--- config.mk ---
export PLATFORM = sky130hd
export DESIGN_NAME = magic_sync_packet_deframer_flat
export DESIGN_NICKNAME = d
export VERILOG_FILES = /design/src/hdl/msd_pkg.sv /design/src/hdl/msd_item_if.sv /design/src/hdl/msd_result_if.sv /design/src/hdl/msd_cfg_if.sv /design/src/hdl/msd_parser.sv /design/src/hdl/magic_sync_packet_deframer.sv /design/src/flat_wrapper.sv
export SDC_FILE = /design/constraint.sdc
export NUM_CORES = 1
export LEC_CHECK = 0
export BUFFER_PORTS_ARGS = -buffer_cell sky130_fd_sc_hd__clkbuf_2
export CORE_UTILIZATION = 25
export CTS_BUF_LIST = sky130_fd_sc_hd__clkbuf_8
export DETAILED_ROUTE_END_ITERATION = 12
export PLACE_DENSITY = 0.4
export REMOVE_ABC_BUFFERS = 1
export SETUP_SLACK_MARGIN = 0.5
export SKIP_CTS_REPAIR_TIMING = 1
export SLEW_MARGIN = 15
export SYNTH_ARGS = -nofsm -noshare
export SYNTH_HDL_FRONTEND = slang
export SYNTH_HIERARCHICAL = 1
export SYNTH_SLANG_ARGS = --single-unit
--- constraint.sdc ---
create_clock -name clk -period 7.05 [get_ports clk]
set_input_delay 1.41 -clock clk [delete_from_list [all_inputs] [get_ports clk]]
set_output_delay 1.41 -clock clk [all_outputs]
set_load 0.05 [all_outputs]
--- src/hdl/msd_pkg.sv ---
`default_nettype none

package msd_pkg;

    // sync word bytes and the image frame type code
    localparam logic [7:0] SYNC_A     = 8'hAA;
    localparam logic [7:0] SYNC_B     = 8'h55;
    localparam logic [7:0] IMAGE_TYPE = 8'h01;

    // watchdog reset value
    localparam logic [15:0] TIMEOUT_RESET = 16'd100;

    // item kinds
    localparam logic OP_BYTE = 1'b0;
    localparam logic OP_TICK = 1'b1;

    // store selection
    localparam logic TARGET_IMAGE = 1'b0;
    localparam logic TARGET_CMD   = 1'b1;

    typedef struct packed {
        logic       opcode;
        logic [7:0] rx_byte;
    } item_t;

    typedef struct packed {
        logic        wr_valid;
        logic        wr_target;
        logic [9:0]  wr_addr;
        logic [7:0]  wr_data;
        logic        frame_done;
        logic [7:0]  frame_type;
        logic [15:0] frame_len;
        logic [10:0] stored_len;
        logic        timed_out;
    } result_t;

endpackage

`default_nettype wire

--- src/hdl/msd_item_if.sv ---
`default_nettype none

interface msd_item_if;
    logic       valid;
    logic       ready;
    logic       opcode;
    logic [7:0] rx_byte;

    modport source (output valid, output opcode, output rx_byte, input ready);
    modport sink (input valid, input opcode, input rx_byte, output ready);
endinterface

`default_nettype wire

--- src/hdl/msd_result_if.sv ---
`default_nettype none

interface msd_result_if;
    logic        valid;
    logic        ready;
    logic        wr_valid;
    logic        wr_target;
    logic [9:0]  wr_addr;
    logic [7:0]  wr_data;
    logic        frame_done;
    logic [7:0]  frame_type;
    logic [15:0] frame_len;
    logic [10:0] stored_len;
    logic        timed_out;

    modport source (
        output valid, output wr_valid, output wr_target, output wr_addr, output wr_data,
        output frame_done, output frame_type, output frame_len, output stored_len,
        output timed_out, input ready
    );
    modport sink (
        input valid, input wr_valid, input wr_target, input wr_addr, input wr_data,
        input frame_done, input frame_type, input frame_len, input stored_len,
        input timed_out, output ready
    );
endinterface

`default_nettype wire

--- src/hdl/msd_cfg_if.sv ---
`default_nettype none

interface msd_cfg_if;
    logic        valid;
    logic        ready;
    logic [15:0] timeout_ticks;

    modport source (output valid, output timeout_ticks, input ready);
    modport sink (input valid, input timeout_ticks, output ready);
endinterface

`default_nettype wire

--- src/hdl/msd_parser.sv ---
`default_nettype none

module msd_parser #(
    parameter int IMAGE_BYTES = 1024,
    parameter int CMD_BYTES   = 128
) (
    input  wire logic             clk,
    input  wire logic             rst_n,
    input  wire logic             step,
    input  wire msd_pkg::item_t   item,
    input  wire logic [15:0]      timeout_ticks,
    output msd_pkg::result_t      res
);

    // limits held one bit wider so the full 16-bit range compares cleanly
    localparam logic [16:0] IMG_LIM = 17'(IMAGE_BYTES);
    localparam logic [16:0] CMD_LIM = 17'(CMD_BYTES - 1);

    typedef enum logic [2:0] {
        PH_S1, PH_S2, PH_S3, PH_S4, PH_TYPE, PH_LENHI, PH_LENLO, PH_PAYLOAD
    } phase_t;

    phase_t      phase_reg, phase_next;
    logic [7:0]  kind_reg, kind_next;
    logic [15:0] decl_reg, decl_next;
    logic [15:0] idx_reg, idx_next;
    logic [15:0] elapsed_reg, elapsed_next;
    logic [15:0] elapsed_inc;
    logic [15:0] idx_inc;

    assign elapsed_inc = (elapsed_reg == 16'hFFFF) ? elapsed_reg : elapsed_reg + 16'd1;
    assign idx_inc     = idx_reg + 16'd1;

    // next state and result for the item at the input
    always_comb
    begin
        phase_next   = phase_reg;
        kind_next    = kind_reg;
        decl_next    = decl_reg;
        idx_next     = idx_reg;
        elapsed_next = elapsed_reg;
        res          = '0;

        if (item.opcode == msd_pkg::OP_TICK)
        begin
            // watchdog runs only while a frame is open
            if (phase_reg != PH_S1)
            begin
                elapsed_next = elapsed_inc;
                if (elapsed_inc > timeout_ticks)
                begin
                    phase_next    = PH_S1;
                    res.timed_out = 1'b1;
                end
            end
        end
        else
        begin
            case (phase_reg)
                PH_S1:
                begin
                    if (item.rx_byte == msd_pkg::SYNC_A)
                    begin
                        elapsed_next = '0;
                        phase_next   = PH_S2;
                    end
                end
                PH_S2:
                begin
                    if (item.rx_byte == msd_pkg::SYNC_B)
                        phase_next = PH_S3;
                    else if (item.rx_byte != msd_pkg::SYNC_A)
                        phase_next = PH_S1;
                end
                PH_S3:
                begin
                    phase_next = (item.rx_byte == msd_pkg::SYNC_A) ? PH_S4 : PH_S1;
                end
                PH_S4:
                begin
                    if (item.rx_byte == msd_pkg::SYNC_B)
                        phase_next = PH_TYPE;
                    else if (item.rx_byte == msd_pkg::SYNC_A)
                        phase_next = PH_S2;
                    else
                        phase_next = PH_S1;
                end
                PH_TYPE:
                begin
                    kind_next  = item.rx_byte;
                    phase_next = PH_LENHI;
                end
                PH_LENHI:
                begin
                    decl_next  = {item.rx_byte, 8'h00};
                    phase_next = PH_LENLO;
                end
                PH_LENLO:
                begin
                    decl_next = {decl_reg[15:8], item.rx_byte};
                    idx_next  = '0;
                    if ({decl_reg[15:8], item.rx_byte} == 16'd0)
                    begin
                        // empty frame closes right here
                        res.frame_done = 1'b1;
                        res.frame_type = kind_reg;
                        res.frame_len  = '0;
                        phase_next     = PH_S1;
                    end
                    else
                        phase_next = PH_PAYLOAD;
                end
                default:
                begin
                    idx_next = idx_inc;
                    if (kind_reg == msd_pkg::IMAGE_TYPE)
                    begin
                        if ({1'b0, idx_reg} < IMG_LIM)
                        begin
                            res.wr_valid  = 1'b1;
                            res.wr_target = msd_pkg::TARGET_IMAGE;
                            res.wr_addr   = idx_reg[9:0];
                            res.wr_data   = item.rx_byte;
                        end
                        if (idx_inc >= decl_reg || {1'b0, idx_inc} >= IMG_LIM)
                        begin
                            res.frame_done = 1'b1;
                            res.frame_type = kind_reg;
                            res.frame_len  = decl_reg;
                            res.stored_len = idx_inc[10:0];
                            phase_next     = PH_S1;
                        end
                    end
                    else
                    begin
                        if ({1'b0, idx_reg} < CMD_LIM)
                        begin
                            res.wr_valid  = 1'b1;
                            res.wr_target = msd_pkg::TARGET_CMD;
                            res.wr_addr   = idx_reg[9:0];
                            res.wr_data   = item.rx_byte;
                        end
                        if (idx_inc >= decl_reg)
                        begin
                            res.frame_done = 1'b1;
                            res.frame_type = kind_reg;
                            res.frame_len  = decl_reg;
                            res.stored_len = ({1'b0, idx_inc} > CMD_LIM) ? CMD_LIM[10:0]
                                                                         : idx_inc[10:0];
                            phase_next     = PH_S1;
                        end
                    end
                end
            endcase
        end
    end

    // frame state
    always_ff @(posedge clk or negedge rst_n)
    begin
        if (!rst_n)
        begin
            phase_reg   <= PH_S1;
            kind_reg    <= '0;
            decl_reg    <= '0;
            idx_reg     <= '0;
            elapsed_reg <= '0;
        end
        else if (step)
        begin
            phase_reg   <= phase_next;
            kind_reg    <= kind_next;
            decl_reg    <= decl_next;
            idx_reg     <= idx_next;
            elapsed_reg <= elapsed_next;
        end
    end

`ifndef SYNTHESIS
    // a tick never writes or finishes a frame
    assert property (@(posedge clk) disable iff (!rst_n)
        step && item.opcode == msd_pkg::OP_TICK |-> !res.wr_valid && !res.frame_done)
        else $error("tick produced a write or frame end");

    // a finished or abandoned frame goes back to the hunt
    assert property (@(posedge clk) disable iff (!rst_n)
        step && (res.frame_done || res.timed_out) |=> phase_reg == PH_S1)
        else $error("frame end did not return to hunt");

    // a fresh sync start clears the watchdog count
    assert property (@(posedge clk) disable iff (!rst_n)
        step && item.opcode == msd_pkg::OP_BYTE && phase_reg == PH_S1
            && item.rx_byte == msd_pkg::SYNC_A |=> elapsed_reg == 16'd0)
        else $error("watchdog not cleared at frame start");

    // writes happen only in the payload phase
    assert property (@(posedge clk) disable iff (!rst_n)
        res.wr_valid |-> phase_reg == PH_PAYLOAD)
        else $error("store write outside payload");
`endif

endmodule

`default_nettype wire

--- src/hdl/magic_sync_packet_deframer.sv ---
`default_nettype none

// channel   dir  payload                                      transfer
// item      in   opcode, rx_byte                              valid && ready
// result    out  wr_*, frame_done, frame_type, frame_len,     valid && ready
//                stored_len, timed_out
// cfg       in   timeout_ticks                                valid && ready
//
// one item per cycle while results are taken: the frame state updates in a single pass and the
// result lands in one output register, one result per item.
// the item channel is ready whenever that output register is empty or
// being drained in the same cycle, so a stalled result holds input off.
// rst_n clears the frame state, the output valid and sets timeout to 100.
// cfg is always ready and takes effect on the next item.

module magic_sync_packet_deframer #(
    parameter int IMAGE_BYTES = 1024,
    parameter int CMD_BYTES   = 128
) (
    input wire logic     clk,
    input wire logic     rst_n,
    msd_item_if.sink     item,
    msd_result_if.source result,
    msd_cfg_if.sink      cfg
);

    logic             step;
    logic             out_valid_reg;
    logic [15:0]      timeout_reg;
    msd_pkg::item_t   cur_item;
    msd_pkg::result_t res;
    msd_pkg::result_t res_reg;

    assign item.ready = !out_valid_reg || result.ready;
    assign step       = item.valid && item.ready;
    assign cfg.ready  = 1'b1;

    assign cur_item.opcode  = item.opcode;
    assign cur_item.rx_byte = item.rx_byte;

    msd_parser #(
        .IMAGE_BYTES (IMAGE_BYTES),
        .CMD_BYTES   (CMD_BYTES)
    ) u_parser (
        .clk           (clk),
        .rst_n         (rst_n),
        .step          (step),
        .item          (cur_item),
        .timeout_ticks (timeout_reg),
        .res           (res)
    );

    // timeout register
    always_ff @(posedge clk or negedge rst_n)
    begin
        if (!rst_n)
            timeout_reg <= msd_pkg::TIMEOUT_RESET;
        else if (cfg.valid)
            timeout_reg <= cfg.timeout_ticks;
    end

    // output valid
    always_ff @(posedge clk or negedge rst_n)
    begin
        if (!rst_n)
            out_valid_reg <= 1'b0;
        else if (step)
            out_valid_reg <= 1'b1;
        else if (result.ready)
            out_valid_reg <= 1'b0;
    end

    // output payload
    always_ff @(posedge clk)
    begin
        if (step)
            res_reg <= res;
    end

    assign result.valid      = out_valid_reg;
    assign result.wr_valid   = res_reg.wr_valid;
    assign result.wr_target  = res_reg.wr_target;
    assign result.wr_addr    = res_reg.wr_addr;
    assign result.wr_data    = res_reg.wr_data;
    assign result.frame_done = res_reg.frame_done;
    assign result.frame_type = res_reg.frame_type;
    assign result.frame_len  = res_reg.frame_len;
    assign result.stored_len = res_reg.stored_len;
    assign result.timed_out  = res_reg.timed_out;

endmodule

`default_nettype wire
--- src/flat_wrapper.sv ---
// flat-port wrapper written by rule: the top's interface ports become plain ports
module magic_sync_packet_deframer_flat 
#(
    parameter int IMAGE_BYTES = 1024,
    parameter int CMD_BYTES   = 128
)
  (clk, rst_n, item_valid, item_opcode, item_rx_byte, item_ready, result_valid, result_wr_valid, result_wr_target, result_wr_addr, result_wr_data, result_frame_done, result_frame_type, result_frame_len, result_stored_len, result_timed_out, result_ready, cfg_valid, cfg_timeout_ticks, cfg_ready);
  msd_item_if item_i ();
  msd_result_if result_i ();
  msd_cfg_if cfg_i ();
  input wire logic clk;
  input wire logic rst_n;
  input wire logic [$bits(item_i.valid)-1:0] item_valid;
  input wire logic [$bits(item_i.opcode)-1:0] item_opcode;
  input wire logic [$bits(item_i.rx_byte)-1:0] item_rx_byte;
  output wire logic [$bits(item_i.ready)-1:0] item_ready;
  output wire logic [$bits(result_i.valid)-1:0] result_valid;
  output wire logic [$bits(result_i.wr_valid)-1:0] result_wr_valid;
  output wire logic [$bits(result_i.wr_target)-1:0] result_wr_target;
  output wire logic [$bits(result_i.wr_addr)-1:0] result_wr_addr;
  output wire logic [$bits(result_i.wr_data)-1:0] result_wr_data;
  output wire logic [$bits(result_i.frame_done)-1:0] result_frame_done;
  output wire logic [$bits(result_i.frame_type)-1:0] result_frame_type;
  output wire logic [$bits(result_i.frame_len)-1:0] result_frame_len;
  output wire logic [$bits(result_i.stored_len)-1:0] result_stored_len;
  output wire logic [$bits(result_i.timed_out)-1:0] result_timed_out;
  input wire logic [$bits(result_i.ready)-1:0] result_ready;
  input wire logic [$bits(cfg_i.valid)-1:0] cfg_valid;
  input wire logic [$bits(cfg_i.timeout_ticks)-1:0] cfg_timeout_ticks;
  output wire logic [$bits(cfg_i.ready)-1:0] cfg_ready;
  assign item_i.valid = item_valid;
  assign item_i.opcode = item_opcode;
  assign item_i.rx_byte = item_rx_byte;
  assign item_ready = item_i.ready;
  assign result_valid = result_i.valid;
  assign result_wr_valid = result_i.wr_valid;
  assign result_wr_target = result_i.wr_target;
  assign result_wr_addr = result_i.wr_addr;
  assign result_wr_data = result_i.wr_data;
  assign result_frame_done = result_i.frame_done;
  assign result_frame_type = result_i.frame_type;
  assign result_frame_len = result_i.frame_len;
  assign result_stored_len = result_i.stored_len;
  assign result_timed_out = result_i.timed_out;
  assign result_i.ready = result_ready;
  assign cfg_i.valid = cfg_valid;
  assign cfg_i.timeout_ticks = cfg_timeout_ticks;
  assign cfg_ready = cfg_i.ready;
  magic_sync_packet_deframer #(.IMAGE_BYTES(IMAGE_BYTES), .CMD_BYTES(CMD_BYTES)) u_core (.clk(clk), .rst_n(rst_n), .item(item_i), .result(result_i), .cfg(cfg_i));
endmodule
# ---- Word level (Yosys, flattened, before mapping)
# Cells that the tools add are included.
dict set report classes {
  n_addsub 2
  magnitude_cmp 6
  n_eq_ne 16
  n_mux 32
  n_bitwise 3
  n_reduce_logical 21
}
# operator n
set op_table {}
lappend op_table {{2-to-1 mux 16 bit} 5}
lappend op_table {{2-to-1 mux 36 bit} 2}
lappend op_table {{one-hot mux 16 bit (2 select lines)} 2}
lappend op_table {{2-to-1 mux 56 bit} 1}
lappend op_table {{one-hot mux 25 bit (2 select lines)} 1}
lappend op_table {{2-to-1 mux 20 bit} 2}
lappend op_table {{2-to-1 mux 3 bit} 11}
lappend op_table {{adder 16 x 1 -> 16 bit (second input constant)} 2}
lappend op_table {{2-to-1 mux 25 bit} 1}
lappend op_table {{one-hot mux 3 bit (7 select lines)} 1}
lappend op_table {{equality test 16 bit (second input constant)} 1}
lappend op_table {{>= comparator 16 x 11 -> 1 bit (second input constant)} 1}
lappend op_table {{>= comparator 16 bit} 1}
lappend op_table {{> comparator 16 bit} 1}
lappend op_table {{> comparator 16 x 7 -> 1 bit (second input constant)} 1}
lappend op_table {{zero test 16 bit} 1}
lappend op_table {{less-than comparator 16 x 11 -> 1 bit (second input constant)} 1}
lappend op_table {{less-than comparator 16 x 7 -> 1 bit (second input constant)} 1}
lappend op_table {{2-to-1 mux 11 bit} 1}
lappend op_table {{inequality test 10 x 2 -> 1 bit (second input constant)} 1}
lappend op_table {{nonzero test 10 bit} 1}
lappend op_table {{equality test 3 bit (second input constant)} 3}
lappend op_table {{AND reduction 3 bit} 3}
lappend op_table {{equality test 8 x 1 -> 1 bit (second input constant)} 1}
lappend op_table {{other kinds (22)} 34}
dict set report word_totals {
  reg_bits 133
  input_bits 30
  output_inout_bits 60
  elab_cells 97
}

# ---- Logic depth before layout (Yosys ltp)
dict set report depth {
  word_depth 7
  mapped_depth 16
  depth_no_buf 14
}

# ---- Modules after synthesis
# Netlist, hierarchy kept.
# module instances cells_each area_per_inst_um2 seq_area_each_um2
set by_module_without_submodules {}
lappend by_module_without_submodules {msd_parser 1 556 4581.9 1476.4}
lappend by_module_without_submodules {magic_sync_packet_deframer 1 97 2419.8 2140.8}

# ---- Least setup slack after synthesis
# OpenSTA, ideal clock, no wires.
dict set report synth_path {
  kind {input to register}
  from {input result_ready}
  to {register u_core.u_parser.decl_reg[5]}
  setup_time_ps 136
  arrival_ps 4775
  t_required_ps 6914
  slack_ps 2139
  cell_stages 10
  path_buffers 3
  cell_sequence {nand2b_1 > and2_1 > clkbuf_1 > nand2_1 > or4_1 > clkbuf_1 > o21a_1 > clkbuf_1 > nand2_1 > o21ai_0}
}
dict set report synth_via {
  elab_chain_cells 3
}
# element line_no
set synth_rtl {}
lappend synth_rtl {{start: declaration} flat_wrapper.sv:27} ;# input wire logic [$bits(result_i.ready)-1:0] result_ready;
lappend synth_rtl {{logical OR 1 bit} magic_sync_packet_deframer.sv:34} ;# assign item.ready = !out_valid_reg || result.ready;
lappend synth_rtl {{logical AND 1 bit} magic_sync_packet_deframer.sv:35} ;# assign step = item.valid && item.ready;
lappend synth_rtl {{net u_core.step} magic_sync_packet_deframer.sv:27} ;# logic step;
lappend synth_rtl {{AND reduction 3 bit (no line)} n/a}
lappend synth_rtl {{end signal: assignment} msd_parser.sv:173} ;# decl_reg <= decl_next;
lappend synth_rtl {{end: declaration} msd_parser.sv:25} ;# logic [15:0] decl_reg, decl_next;
# The timed path passes the listed nets, and every way through them passes these cells.
# A chain may end at the register's enable or synchronous reset.

# ---- Worst setup path in the final report
dict set report layout_path {
  from {register u_core.u_parser.elapsed_reg[5]}
  to {register u_core.u_parser.phase_reg[2]}
}
dict set report layout_via {
  elab_chain_cells 5
  elab_cells_between_ends 6
  cone_classes {add/sub (1); order compare (1); eq/ne (2); mux (1); reduce/logical (1)}
}
# element line_no
set layout_rtl {}
lappend layout_rtl {{start: declaration} msd_parser.sv:27} ;# logic [15:0] elapsed_reg, elapsed_next;
lappend layout_rtl {{start signal: assignment} msd_parser.sv:175} ;# elapsed_reg <= elapsed_next;
lappend layout_rtl {{adder 16 x 1 -> 16 bit / equality test 16 bit (equally long branches)} msd_parser.sv:31} ;# assign elapsed_inc = (elapsed_reg == 16'hFFFF) ? elapsed_reg : elapsed_reg + 16'd1;
lappend layout_rtl {{2-to-1 mux 16 bit *} msd_parser.sv:31}
lappend layout_rtl {{> comparator 16 bit *} msd_parser.sv:50} ;# if (elapsed_inc > timeout_ticks)
lappend layout_rtl {{inequality test 2 x 1 -> 1 bit (no line) *} n/a}
lappend layout_rtl {{AND reduction 7 bit (no line) *} n/a}
lappend layout_rtl {{end signal: assignment} msd_parser.sv:171} ;# phase_reg <= phase_next;
lappend layout_rtl {{end: declaration} msd_parser.sv:23} ;# phase_t phase_reg, phase_next;
# Mark *: on every way between the ends. The rest lies on a longest branch, timed or not.

==> impl_metrics.tcl <==
set metrics [dict create \
    drtIter0Drc 305 \
    dr.pass1.iters 5 \
    holdPathStages 2 \
    synth_area_sq_um 7000 \
    slew_headroom 0.227 \
    netSwitchingFraction 0.290 \
    numPortBuffers 88 \
    pwr-share-seq 0.492 \
    die_h_microns 169 \
    syn_area_per_cell_sq_um 10.7 \
    die_x_microns 169 \
    coreArea_sq_um 27200 \
    ys_seq_area_frac 0.517 \
    diodes 0 \
    routedWlPerCell_microns 15.8 \
    start_kind "register" \
    period_minus_slack_ps 4010 \
    remaining_drc_errors 0 \
    yosysTopAreaCellShare 0.261 \
    async_reset_ff_frac 0.571 \
    max-vdd-ir-drop_mv 0.111 \
    ant_nets 0 \
    ys_ff_latch 133 \
    synthTopCellsByArea "dfrtp_1, edfxtp_1, ha_1" \
    cts_root_buffer "clkbuf_8" \
    reg2regPathDepth 14 \
    drv_slew 0 \
    power_frac_comb 0.136 \
    synth-edff-count 57 \
    die_area_sq_um 28700 \
    overflow 0 \
    finalWirelength_mm 17.7 \
    clock_latency_ps 440 \
    grt_pass1_wl_mm 28.5 \
    grtUsageTotal 0.129 \
    syn2layout_area_growth_pct 16.5 \
    synth_ff_type "dfrtp_1" \
    min_to "u_core/u_parser/decl_reg[2]" \
    cts.clk_slew.worst_paths_ps 80 \
    h-tree-depth 4 \
    clk_path_buf_depth 2 \
    cts_inserted_buffers 17 \
    fp-row-count 60 \
    clkPwrFrac 0.371 \
    grt_max_degree 77 \
    cts.sinks 133 \
    p_total_mw 1.78 \
    layout.nets 796 \
    finalClockSkew_ps 15.0 \
    fmax_mhz 249 \
    r2r-end "u_core/u_parser/phase_reg[2]" \
    ioPinCount 90 \
    start_util 0.258 \
    finalCritPeriodShare 0.569 \
    synth_warnings 6 \
    p_leak_nw 3.56 \
    final_cell_mix "clkbuf_2, nand2_1, dfrtp_1, edfxtp_1, inv_1" \
    tritoncts "built" \
    drv_cap 0 \
    place_congestion 0.802 \
    yosysUniqueCellTypes 69 \
    p_int_mw 1.27 \
    vias_per_cell 4.63 \
    hold_violations 0 \
    tightestPinTransition_ps 1150 \
    finalSetupTns_ps 0 \
    whs_ps 506 \
    hpwl_mm 12.4 \
    cp_max_fo 11 \
    grt_pass1_vias 5200 \
    p_switching_mw 0.516 \
    vias 5164 \
    critPathKind "register to register" \
    critPathCaptureType "register" \
    arrival_ps 4330 \
    min_path_type "register to register" \
    netlist_instances 653 \
    rsz0062_at_grt "false" \
    fin_util 0.300 \
    antenna_found_initial 0 \
    critPathLaunch "u_core/u_parser/elapsed_reg[5]" \
    final_common_cell "clkbuf_2" \
    powerDensity_nw_per_um2 219 \
    status "complete, no violations" \
    setup_viol 0 \
    r2r_slack_ps 3040 \
    critPathRequiredTime_ps 7370 \
    hp-start "u_core/u_parser/decl_reg[2]" \
    r2r-start "u_core/u_parser/elapsed_reg[5]" \
    drive_gt1_frac 0.216 \
    synth_top_area_cell "dfrtp_1" \
]
metrics by stage:
stage | std cells | setup WS, ps | area [sq um]
global route | 1116 | 2740 | 8160
CTS | 1116 | 2980 | 8150
floorplan | 624 | 1910 | 6840
detailed placement | 1084 | 3000 | 7750
finish | 1116 | 3040 | 8160
global placement | 1084 | 2990 | 7750
worst max path at each step:
| stage | endpoint | slack (ps) | depth (start not counted) |
|---|---|---|---|
| global route | u_core/u_parser/phase_reg[1] | 2740 | 14 |
| global placement | u_core/u_parser/phase_reg[2] | 2990 | 14 |
| detailed placement | u_core/u_parser/decl_reg[4] | 3000 | 7 |
| CTS | u_core/u_parser/phase_reg[1] | 2980 | 14 |
| finish | u_core/u_parser/phase_reg[2] | 3040 | 14 |
| floorplan | u_core/u_parser/decl_reg[0] | 1910 | 6 |
area by class of cell:
cell class,count,area (sq um)
clock buffer,17,234
clock inverter,15,166
fill,2871,19000
inverter,49,184
multi-input combinational,442,3040
sequential,133,3620
tap,372,465
timing repair buffer,88,447
synth_stat cells (2+ instances only):
| library cell | instances |
|---|---|
| a21o_1 | 6 |
| a21oi_1 | 18 |
| a31oi_1 | 7 |
| a32o_1 | 8 |
| and2_1 | 16 |
| and3_1 | 7 |
| and4_1 | 7 |
| buf_2 | 3 |
| buf_4 | 3 |
| buf_6 | 3 |
| clkbuf_1 | 17 |
| dfrtp_1 | 73 |
| dfstp_2 | 3 |
| edfxtp_1 | 57 |
| ha_1 | 35 |
| inv_1 | 49 |
| mux2_2 | 18 |
| mux2_4 | 10 |
| nand2_1 | 76 |
| nand2b_1 | 6 |
| nand3_1 | 17 |
| nand3b_1 | 2 |
| nand4_1 | 10 |
| nor2_1 | 40 |
| nor2b_1 | 18 |
| nor3_1 | 8 |
| nor4_1 | 7 |
| o211a_1 | 2 |
| o211ai_1 | 5 |
| o21ai_0 | 47 |
| o21ai_1 | 2 |
| o31ai_1 | 10 |
| or3_1 | 2 |
| or4_1 | 3 |
| xnor2_1 | 13 |
| xor2_1 | 12 |
power groups by stage:
stage | combinational (mW) | clock, mW | sequential, mW
floorplan | 0.118 | 0 | 0.933
global placement | 0.241 | 0 | 0.892
detailed placement | 0.248 | 0 | 0.892
CTS | 0.248 | 0.688 | 0.877
global route | 0.270 | 0.715 | 0.883
finish | 0.243 | 0.662 | 0.877
worst max-delay path, cell delays in order (launching register included):
cell     delay, ps
dfrtp_1        480
and4_1         280
nand4_1        220
or2_2          470
and4_1         270
nand3_1        130
xnor2_1        140
ha_1           280
a41o_1         240
a21oi_1        130
o21ai_0        110
nor3_1         360
o22ai_1        250
o31ai_4        150
mux2_2         370
cells by family after synthesis:
group | Yosys count | synth area share
AND/OR/NAND/NOR | 229 | 0.169
flip-flops | 133 | 0.517
AO/OA/AOI/OAI | 123 | 0.119
buffers and inverters | 78 | 0.0497
adder cells (fa/ha/maj) | 35 | 0.0625
multiplexers | 29 | 0.0518
XOR/XNOR | 25 | 0.0313
other | 1 | 0.000536
routing by layer:
layer	share of wire	routed length, microns	GRT usage
met1	0.48	8460	0.170
met2	0.47	8350	0.214
met3	0.043	763	0.0324
met4	0.0057	100	0.0227
met5	0	0	0
No activity file was read; power rests on OpenSTA's default activity.
